`config.mk`:
```
export PLATFORM = sky130hd
export DESIGN_NAME = ascii_decimal_number_parser_top
export DESIGN_NICKNAME = d
export VERILOG_FILES = /design/src/sv/adnp_pkg.sv /design/src/sv/adnp_scan.sv /design/src/sv/ascii_decimal_number_parser_top.sv
export SDC_FILE = /design/constraint.sdc
export NUM_CORES = 1
export LEC_CHECK = 0
export ABC_AREA = 1
export ABC_CLOCK_PERIOD_IN_PS = 6490
export BUFFER_PORTS_ARGS = -buffer_cell sky130_fd_sc_hd__clkbuf_2
export CAP_MARGIN = 15
export CORE_ASPECT_RATIO = 0.9
export CORE_UTILIZATION = 55
export CTS_BUF_LIST = sky130_fd_sc_hd__clkbuf_8
export DETAILED_ROUTE_END_ITERATION = 7
export GPL_TIMING_DRIVEN = 0
export MAX_ROUTING_LAYER = met4
export PLACE_DENSITY = 0.73
export SLEW_MARGIN = 10
export SYNTH_ARGS = -nofsm -noshare
export SYNTH_HDL_FRONTEND = slang
export SYNTH_HIERARCHICAL = 1
export SYNTH_SLANG_ARGS = --single-unit
```
`constraint.sdc`:
```
create_clock -name clk -period 6.49 [get_ports clk]
set_input_delay 0.649 -clock clk [delete_from_list [all_inputs] [get_ports clk]]
set_output_delay 0.649 -clock clk [all_outputs]
set_load 0.01 [all_outputs]
```
`src/sv/adnp_pkg.sv`:
```
// ----------------------------------------------------------------------------
// adnp_pkg
// Shared widths, character codes and the result record of the ASCII decimal
// number parser.
// ----------------------------------------------------------------------------
package adnp_pkg;

    localparam int CH_W   = 8;
    localparam int SIG_W  = 60;
    localparam int EXP_W  = 16;
    localparam int EACC_W = 14;
    localparam int CNT_W  = 5;

    localparam int IN_TDATA_W  = 8;
    localparam int OUT_TDATA_W = 80;

    localparam logic [SIG_W-1:0]  SIG_LIMIT   = {SIG_W{1'b1}};
    localparam logic [EXP_W-1:0]  SCALE_MAX   = 16'sd10000;
    localparam logic [EXP_W-1:0]  SCALE_MIN   = -16'sd10000;
    localparam logic [EACC_W-1:0] EXP_LIMIT   = 14'd9999;

    localparam logic [CH_W-1:0] CHR_TAB   = 8'd9;
    localparam logic [CH_W-1:0] CHR_CR    = 8'd13;
    localparam logic [CH_W-1:0] CHR_SPACE = 8'd32;
    localparam logic [CH_W-1:0] CHR_PLUS  = 8'h2B;
    localparam logic [CH_W-1:0] CHR_MINUS = 8'h2D;
    localparam logic [CH_W-1:0] CHR_POINT = 8'h2E;
    localparam logic [CH_W-1:0] CHR_ZERO  = 8'h30;
    localparam logic [CH_W-1:0] CHR_NINE  = 8'h39;
    localparam logic [CH_W-1:0] CHR_E_UP  = 8'h45;
    localparam logic [CH_W-1:0] CHR_E_LO  = 8'h65;

    typedef struct packed {
        logic                    negative;
        logic [SIG_W-1:0]        significand;
        logic signed [EXP_W-1:0] decimal_exponent;
        logic                    inexact;
    } result_t;

endpackage

```
`src/sv/adnp_scan.sv`:
```
// ----------------------------------------------------------------------------
// adnp_scan
// Scanner state and per-character update: sign, significand, digit scale and
// exponent accumulation; produces the finished result on the last character.
// ----------------------------------------------------------------------------
module adnp_scan
    import adnp_pkg::*;
#(
    parameter int MAX_DIGITS = 18
)
(
    input  logic            clk,
    input  logic            rst_n,
    input  logic            step,
    input  logic [CH_W-1:0] ch,
    input  logic            last,
    output result_t         result
);

    typedef enum logic [2:0] {
        MODE_WS    = 3'd0,
        MODE_INT   = 3'd1,
        MODE_FRAC  = 3'd2,
        MODE_EMARK = 3'd3,
        MODE_ESIGN = 3'd4,
        MODE_EDIG  = 3'd5,
        MODE_STOP  = 3'd6
    } mode_t;

    localparam logic [CNT_W-1:0] MAX_CNT = CNT_W'(MAX_DIGITS);

    mode_t                   mode_reg, mode_next;
    logic [SIG_W-1:0]        mant_reg, mant_next;
    logic [CNT_W-1:0]        cnt_reg, cnt_next;
    logic signed [EXP_W-1:0] scale_reg, scale_next;
    logic [EACC_W-1:0]       exp_reg, exp_next;
    logic                    exp_minus_reg, exp_minus_next;
    logic                    mant_minus_reg, mant_minus_next;
    logic                    lost_reg, lost_next;

    logic                    is_digit;
    logic                    is_emark;
    logic                    is_sign;
    logic                    is_space;
    logic [3:0]              dig;
    logic [SIG_W+3:0]        sig_prod;
    logic                    sig_fits;
    logic                    sig_lead_zero;
    logic [EACC_W+2:0]       exp_prod;
    logic                    exp_over;
    logic signed [EXP_W-1:0] exp_signed;

    assign is_digit = (ch >= CHR_ZERO) && (ch <= CHR_NINE);
    assign is_emark = (ch == CHR_E_UP) || (ch == CHR_E_LO);
    assign is_sign  = (ch == CHR_PLUS) || (ch == CHR_MINUS);
    assign is_space = ((ch >= CHR_TAB) && (ch <= CHR_CR)) || (ch == CHR_SPACE);
    assign dig      = is_digit ? 4'(ch - CHR_ZERO) : 4'd0;

    // mant * 10 + d
    assign sig_prod = ({4'd0, mant_reg} << 3) + ({4'd0, mant_reg} << 1)
                      + (SIG_W+4)'(dig);
    assign sig_fits = (cnt_reg < MAX_CNT) && (sig_prod <= {4'd0, SIG_LIMIT});
    assign sig_lead_zero = (mant_reg == '0) && (cnt_reg == '0) && (dig == 4'd0);

    assign exp_prod = ({3'd0, exp_reg} << 3) + ({3'd0, exp_reg} << 1)
                      + (EACC_W+3)'(dig);
    assign exp_over = exp_prod > {3'd0, EXP_LIMIT};

    always_comb
    begin
        logic take_sig;
        logic in_frac;
        logic take_exp;
        logic scale_dn;
        logic scale_up;
        take_sig        = 1'b0;
        in_frac         = 1'b0;
        take_exp        = 1'b0;
        scale_dn        = 1'b0;
        scale_up        = 1'b0;
        mode_next       = mode_reg;
        mant_next       = mant_reg;
        cnt_next        = cnt_reg;
        scale_next      = scale_reg;
        exp_next        = exp_reg;
        exp_minus_next  = exp_minus_reg;
        mant_minus_next = mant_minus_reg;
        lost_next       = lost_reg;

        unique case (mode_reg)
            MODE_WS:
            begin
                priority if (is_space)
                begin
                    mode_next = MODE_WS;
                end
                else if (is_sign)
                begin
                    mant_minus_next = (ch == CHR_MINUS);
                    mode_next       = MODE_INT;
                end
                else if (is_digit)
                begin
                    take_sig  = 1'b1;
                    mode_next = MODE_INT;
                end
                else if (ch == CHR_POINT)
                begin
                    mode_next = MODE_FRAC;
                end
                else if (is_emark)
                begin
                    mode_next = MODE_EMARK;
                end
                else
                begin
                    mode_next = MODE_STOP;
                end
            end
            MODE_INT:
            begin
                priority if (is_digit)
                begin
                    take_sig = 1'b1;
                end
                else if (ch == CHR_POINT)
                begin
                    mode_next = MODE_FRAC;
                end
                else if (is_emark)
                begin
                    mode_next = MODE_EMARK;
                end
                else
                begin
                    mode_next = MODE_STOP;
                end
            end
            MODE_FRAC:
            begin
                priority if (is_digit)
                begin
                    take_sig = 1'b1;
                    in_frac  = 1'b1;
                end
                else if (is_emark)
                begin
                    mode_next = MODE_EMARK;
                end
                else
                begin
                    mode_next = MODE_STOP;
                end
            end
            MODE_EMARK:
            begin
                priority if (is_sign)
                begin
                    exp_minus_next = (ch == CHR_MINUS);
                    mode_next      = MODE_ESIGN;
                end
                else if (is_digit)
                begin
                    take_exp  = 1'b1;
                    mode_next = MODE_EDIG;
                end
                else
                begin
                    mode_next = MODE_STOP;
                end
            end
            MODE_ESIGN, MODE_EDIG:
            begin
                if (is_digit)
                begin
                    take_exp  = 1'b1;
                    mode_next = MODE_EDIG;
                end
                else
                begin
                    mode_next = MODE_STOP;
                end
            end
            default:
            begin
                mode_next = MODE_STOP;
            end
        endcase

        if (take_sig)
        begin
            priority if (sig_lead_zero)
            begin
                scale_dn = in_frac;
            end
            else if (sig_fits)
            begin
                mant_next = sig_prod[SIG_W-1:0];
                cnt_next  = cnt_reg + 1'b1;
                scale_dn  = in_frac;
            end
            else
            begin
                lost_next = 1'b1;
                scale_up  = !in_frac;
            end
        end

        if (scale_dn)
        begin
            if (scale_reg == SCALE_MIN)
            begin
                lost_next = 1'b1;
            end
            else
            begin
                scale_next = scale_reg - 16'sd1;
            end
        end
        if (scale_up)
        begin
            if (scale_reg == SCALE_MAX)
            begin
                lost_next = 1'b1;
            end
            else
            begin
                scale_next = scale_reg + 16'sd1;
            end
        end

        if (take_exp)
        begin
            if (exp_over)
            begin
                exp_next  = EXP_LIMIT;
                lost_next = 1'b1;
            end
            else
            begin
                exp_next = exp_prod[EACC_W-1:0];
            end
        end
    end

    assign exp_signed = exp_minus_next ? -$signed({2'b00, exp_next})
                                       :  $signed({2'b00, exp_next});

    assign result.negative         = mant_minus_next;
    assign result.significand      = mant_next;
    assign result.decimal_exponent = exp_signed + scale_next;
    assign result.inexact          = lost_next;

    always_ff @(posedge clk or negedge rst_n)
    begin
        if (!rst_n)
        begin
            mode_reg       <= MODE_WS;
            mant_reg       <= '0;
            cnt_reg        <= '0;
            scale_reg      <= '0;
            exp_reg        <= '0;
            exp_minus_reg  <= 1'b0;
            mant_minus_reg <= 1'b0;
            lost_reg       <= 1'b0;
        end
        else if (step)
        begin
            if (last)
            begin
                mode_reg       <= MODE_WS;
                mant_reg       <= '0;
                cnt_reg        <= '0;
                scale_reg      <= '0;
                exp_reg        <= '0;
                exp_minus_reg  <= 1'b0;
                mant_minus_reg <= 1'b0;
                lost_reg       <= 1'b0;
            end
            else
            begin
                mode_reg       <= mode_next;
                mant_reg       <= mant_next;
                cnt_reg        <= cnt_next;
                scale_reg      <= scale_next;
                exp_reg        <= exp_next;
                exp_minus_reg  <= exp_minus_next;
                mant_minus_reg <= mant_minus_next;
                lost_reg       <= lost_next;
            end
        end
    end

endmodule

```
`src/sv/ascii_decimal_number_parser_top.sv`:
```
// ----------------------------------------------------------------------------
// ascii_decimal_number_parser_top
// Streams ASCII characters in, one per request, and returns sign, decimal
// significand and decimal exponent when the last character arrives.
//
//   channel   dir   tdata fields (lsb first)                      tlast
//   s_axis    in    ch[7:0]                                       last
//   m_axis    out   negative, significand[59:0],                  -
//                   decimal_exponent[15:0], inexact, 2'b0 pad
//
// One character per cycle unless a last character waits on a pending result;
// the scan update (x10 plus digit) sits between the input register and the
// scanner state, and each result is registered in the output register for m_axis.
// rst_n clears the scanner to whitespace skipping and empties both registers.
// A pending result holds off only a following last character; other
// characters keep flowing while m_axis stalls.
// ----------------------------------------------------------------------------
module ascii_decimal_number_parser_top
    import adnp_pkg::*;
#(
    parameter int MAX_DIGITS = 18
)
(
    input  logic                   clk,
    input  logic                   rst_n,
    input  logic                   s_axis_tvalid,
    output logic                   s_axis_tready,
    input  logic [IN_TDATA_W-1:0]  s_axis_tdata,   // ch[7:0]
    input  logic                   s_axis_tlast,
    output logic                   m_axis_tvalid,
    input  logic                   m_axis_tready,
    output logic [OUT_TDATA_W-1:0] m_axis_tdata    // negative, significand,
                                                   // decimal_exponent, inexact
);

    logic            in_valid_reg;
    logic [CH_W-1:0] in_ch_reg;
    logic            in_last_reg;
    logic            step;
    result_t         scan_result;
    result_t         out_reg;
    logic            out_valid_reg;

    assign step = in_valid_reg
                  && (!in_last_reg || !out_valid_reg || m_axis_tready);
    assign s_axis_tready = !in_valid_reg || step;

    always_ff @(posedge clk or negedge rst_n)
    begin
        if (!rst_n)
        begin
            in_valid_reg <= 1'b0;
        end
        else if (s_axis_tready)
        begin
            in_valid_reg <= s_axis_tvalid;
        end
    end

    always_ff @(posedge clk)
    begin
        if (s_axis_tready && s_axis_tvalid)
        begin
            in_ch_reg   <= s_axis_tdata[CH_W-1:0];
            in_last_reg <= s_axis_tlast;
        end
    end

    adnp_scan #(
        .MAX_DIGITS (MAX_DIGITS)
    ) u_scan (
        .clk    (clk),
        .rst_n  (rst_n),
        .step   (step),
        .ch     (in_ch_reg),
        .last   (in_last_reg),
        .result (scan_result)
    );

    always_ff @(posedge clk or negedge rst_n)
    begin
        if (!rst_n)
        begin
            out_valid_reg <= 1'b0;
        end
        else if (step && in_last_reg)
        begin
            out_valid_reg <= 1'b1;
        end
        else if (m_axis_tready)
        begin
            out_valid_reg <= 1'b0;
        end
    end

    always_ff @(posedge clk)
    begin
        if (step && in_last_reg)
        begin
            out_reg <= scan_result;
        end
    end

    assign m_axis_tvalid = out_valid_reg;
    assign m_axis_tdata  = {2'b00,
                            out_reg.inexact,
                            out_reg.decimal_exponent,
                            out_reg.significand,
                            out_reg.negative};

endmodule
```
* After elaboration in Yosys (flattened, before gate mapping)
Index checks and enable logic that the tools add are counted.
Cells by class: reductions and logical operators 29, add/subtract/negate cells 10, eq/ne operators 16, mux-type cells 60, order comparisons 7
Operators by type and width (count):
- $mux W60 | 4
- $mux W16 | 6
- $add A63 B61 Y64 | 1
- $add A64 B4 Y64 | 1
- $le A64 B60 Y1 const B | 1
- $logic_not A60 Y1 | 1
- $mux W14 | 3
- $eq A8 B6 Y1 const B | 4
- $mux W1 | 29
- $mux W3 | 9
- $mux W5 | 4
- $add A17 B15 Y17 | 1
- $add A17 B4 Y17 | 1
- $gt A17 B14 Y1 const B | 1
- $add A16 B16 Y16 | 1
- $add A16 B2 Y16 const B | 1
- $eq A16 B14 Y1 const B | 1
- $eq A16 B16 Y1 const B | 1
- $eq A8 B7 Y1 const B | 2
- $neg A14 Y16 | 1
- $sub A16 B2 Y16 const B | 1
- $pmux W3 S5 | 1
- $ge A8 B4 Y1 const B | 1
- $ge A8 B6 Y1 const B | 1
- other kinds (23) | 45
Storage, ports and cells: output and inout bits 82, input bits 13, register bits 190

* Longest topological paths before layout
depth in word-level cells 16, depth in mapped cells 51, depth with buffers taken out 51

* Cells and area by module
The synthesis kept the hierarchy.
Modules (own cells, without submodules):
- adnp_scan | area each 13751.9 um2, sequential area each 2527.4 um2, cells each 2162, instances 1
- ascii_decimal_number_parser_top | area each 2738.9 um2, sequential area each 2662.6 um2, cells each 104, instances 1

* Worst setup path before layout
Ideal clock, no wire load.
path type reg-to-reg, start point reg in_ch_reg[7], end point reg out_reg (netlist bit m_axis_tdata[76]) (data pin), stages on the path, launching flop included 49, required time 6.237 ns, arrival time 5.550 ns, clock period less this slack 5.803 ns, path slack 0.687 ns, setup time 0.253 ns, cells stage by stage edfxtp_1 -> nor2_1 -> inv_1 -> nor3_1 -> inv_1 -> nor2_2 -> inv_1 -> nor2_1 -> inv_1 -> fa_1 -> fa_1 -> inv_1 -> nand3_1 -> nand3_1 -> nand3_1 -> nand3_1 -> nand2_1 -> nand2_2 -> [13 not listed] -> inv_1 -> ha_1 -> a21oi_1 -> nand2_1 -> nand2_1 -> nand2_1 -> a21oi_1 -> o21ai_0 -> nand2_1 -> nand2_1 -> a21oi_1 -> o21ai_0 -> nand2_1 -> nand2_1 -> a21oi_1 -> inv_1 -> nand3_1 -> nand2_1
RTL lines:
- from (decl) | line ascii_decimal_number_parser_top.sv:37 | logic [CH_W-1:0] in_ch_reg;
- from (signal assigned) | line ascii_decimal_number_parser_top.sv:64 | in_ch_reg <= s_axis_tdata[CH_W-1:0];
- to (signal assigned) | line ascii_decimal_number_parser_top.sv:100 | out_reg <= scan_result;
- to (decl) | line ascii_decimal_number_parser_top.sv:41 | result_t out_reg;

==> impl_metrics.env <==
export IMPL_p_seq_share_pct=55.0
export IMPL_firstDrtPassIters=6
export IMPL_clk_path_buf_depth=2
export IMPL_synth_edf_count=87
export IMPL_hold_viol=0
export IMPL_dpl_cell_area_sq_um=17520
export IMPL_fin_setup_tns_ps=0
export IMPL_hold_class="in2async"
export IMPL_ant_nets=0
export IMPL_diodes=0
export IMPL_mostFrequentLayoutCells="nand2_1 (669), inv_1 (316), nor2_1 (162)"
export IMPL_final_max_slew_viol_count=0
export IMPL_syn_to_final_growth_pct=11.24
export IMPL_ctsHoldBuffers=0
export IMPL_yosysSeqAreaShare_pct=31.47
export IMPL_rows=59
export IMPL_clk_pin_slew_ps=100
export IMPL_wirelength_um=49070
export IMPL_synth_fa_ha_area_share_pct=13.28
export IMPL_cp_slowest_cell="fa_2"
export IMPL_clock_power_share_pct=32.9
export IMPL_fin_crit_ps=6079
export IMPL_cp_start_kind="flip-flop"
export IMPL_die_area_sq_um=30680
export IMPL_largest_reg_flops=78
export IMPL_tightestPinTransition_ps=1053
export IMPL_die_h_um=166.3
export IMPL_end_kind="flip-flop"
export IMPL_clock_sinks=190
export IMPL_synth_compound_gate_area_share_pct=12.44
export IMPL_wl_per_cell_um=17.48
export IMPL_crit_path_frequent_cell="nand2_1"
export IMPL_ys_flop_type="dfrtp_1"
export IMPL_io_buffers=92
export IMPL_antenna_found_initial=0
export IMPL_worst_ep_arrival_time_ps=6320
export IMPL_die_x_um=184.5
export IMPL_max_stage_delay_ps=560
export IMPL_vdd_drop_max_v=0.0001281
export IMPL_switchingPower_mw=0.6736
export IMPL_async_flop_share_pct=54.21
export IMPL_synth_mux_area_fraction_pct=0.1214
export IMPL_worstPathMaxFanout=8
export IMPL_place_ws_ps=-657.2
export IMPL_cts_tree="built"
export IMPL_critical_path_class="reg2reg"
export IMPL_design_area_sq_um=18350
export IMPL_yosys_warnings=6
export IMPL_fin_nets=2583
export IMPL_grt_pass1_vias=14780
export IMPL_hold_slack_ps=71.49
export IMPL_synth_avg_cell_area_sq_um=7.278
export IMPL_final_setup_viol_count=0
export IMPL_gp_congestion=1.022
export IMPL_via_per_inst=5.576
export IMPL_finClkSkew_ps=20.61
export IMPL_layout_commonest_cell="nand2_1"
export IMPL_status="completed"
export IMPL_io_pins=95
export IMPL_grt_ovfl_total=0
export IMPL_root_buffer="clkbuf_8"
export IMPL_insertion_delay_ps=490
export IMPL_synthXorXnorAreaFrac_pct=5.091
export IMPL_finalPower_mw=2.397
export IMPL_drive_gt1_share_pct=13.44
export IMPL_yosys_area_share_simple_pct=28.46
export IMPL_post_dp_hpwl_um=38920
export IMPL_timing_final_ws_setup_ps=411.3
export IMPL_wl_met3_um=3139
export IMPL_max_freq_mhz=164.5
export IMPL_switching_share_pct=28.10
export IMPL_power_density_nw_per_um2=130.7
export IMPL_htreeDepth=4
export IMPL_drtIter0Drc=1272
export IMPL_grt_max_degree=66
export IMPL_comb_power_share_pct=12.1
export IMPL_power_internal_mw=1.724
export IMPL_ys_ff_latch=190
export IMPL_met1Wirelength_um=24380
export IMPL_relSlewSlack_pct=29.78
export IMPL_cap_violations=0
export IMPL_ys_types=59
export IMPL_required_ps=6730
export IMPL_period_share_pct=93.66
export IMPL_via_count=15652
export IMPL_reg2reg_slack_ps=410
export IMPL_synth_cells=2266
export IMPL_synth_top_family_by_area="simple AND/OR/NAND/NOR gates"
export IMPL_numCtsBuffers=17
export IMPL_drcViolationCount=0
export IMPL_grt_usage_pct=33.49
export IMPL_initial_utilization_pct=56.55
export IMPL_p_leak_nw=9.640
export IMPL_wl_met2_um=20830
export IMPL_core_sq_um=29160
export IMPL_grt_pass1_wl_um=78030
export IMPL_syn_area_sq_um=16490
export IMPL_routed_top_layer="met4"
==> metrics by stage <==
step	std cells	util, %
2_1_floorplan	2267	-
3_3_place_gp	2755	59.85
3_5_place_dp	2757	60.07
4_1_cts	2792	61.77
5_1_grt	2807	62.91
6_report	2807	62.91
==> repair_timing <==
action | 4_1_cts | 5_1_grt
setup endpoints to repair | 5 | 6
buffers inserted | 3 | 15
gates resized for setup | 27 | 47
cloned | 0 | 0
pin swaps | 5 | 14
endpoints found under the hold margin | 0 | 0
==> Yosys cell counts (all sizes together), types with 22 or more instances <==
cell	count	area, sq um
nor3	39	216.5
nor2	178	708.2
inv	327	1227
xnor2	27	236.5
nand4	35	225.2
nand2	700	2691
buf	22	185.2
dfrtp	103	2577
clkbuf	24	90.09
nand3	103	560.5
ha	167	2090
nor4	25	156.4
edfxtp	87	2613
xor2	68	603.1
a21oi	102	533.0
o21ai	168	998.5
==> worst paths after layout <==
path | from | cells past startpoint | end
setup / recovery | in_ch_reg[6] | 46 | m_axis_tdata[75]
hold / removal | rst_n | 1 | u_scan/mant_reg[39]
setup reg to reg | in_ch_reg[6] | 46 | m_axis_tdata[75]
hold reg to reg | u_scan/mant_minus_reg | 1 | u_scan/mant_minus_reg
max in group asynchronous | rst_n | 2 | u_scan/mant_reg[0]
min in group clk | s_axis_tdata[7] | 1 | in_ch_reg[7]
==> cell type report <==
| class | count | area, sq um |
|---|---|---|
| inverters | 327 | 1235 |
| clock buffers | 21 | 289.0 |
| flip-flops and latches | 190 | 5190 |
| repair buffers | 112 | 659.4 |
| well taps | 396 | 495.5 |
| plain buffers | 46 | 281.5 |
| multi-input cells | 1704 | 10100 |
| fillers | 2686 | 10810 |
| clock inverters | 11 | 91.34 |
==> per-layer routing <==
metal,up-vias,global-route usage [%]
met5,-,-
met4,0,7.428
met3,46,4.035
met2,549,48.11
met1,7363,49.87
li1,7694,-
==> cells by family (layout without fill, tap and decap cells) <==
family	after synthesis	count (layout)
flops	190	190
fa+ha+maj	172	172
xor+xnor	95	95
other cells	1	2
buf+inv	373	517
simple gates	1098	1098
mux	2	2
compound gates	335	335
==> worst max-delay path: cells and delay by family, from the launching register on <==
family / cells / cell delay [ps]
simple gates: 30 / 2920
buf+inv: 7 / 530
fa+ha+maj: 3 / 1080
xor+xnor: 1 / 150
flops: 1 / 430
compound gates: 5 / 690
==> power by group through the flow <==
stage               Sequential [mW]  Clock, mW  Combinational, mW
global placement               1.35          0              0.268
finish                         1.32      0.789              0.291
CTS                            1.32      0.808              0.278
floorplan                      1.35          0              0.151
detailed placement             1.34          0              0.274
global route                   1.32      0.840              0.318
(Power assumes the default switching activity.)
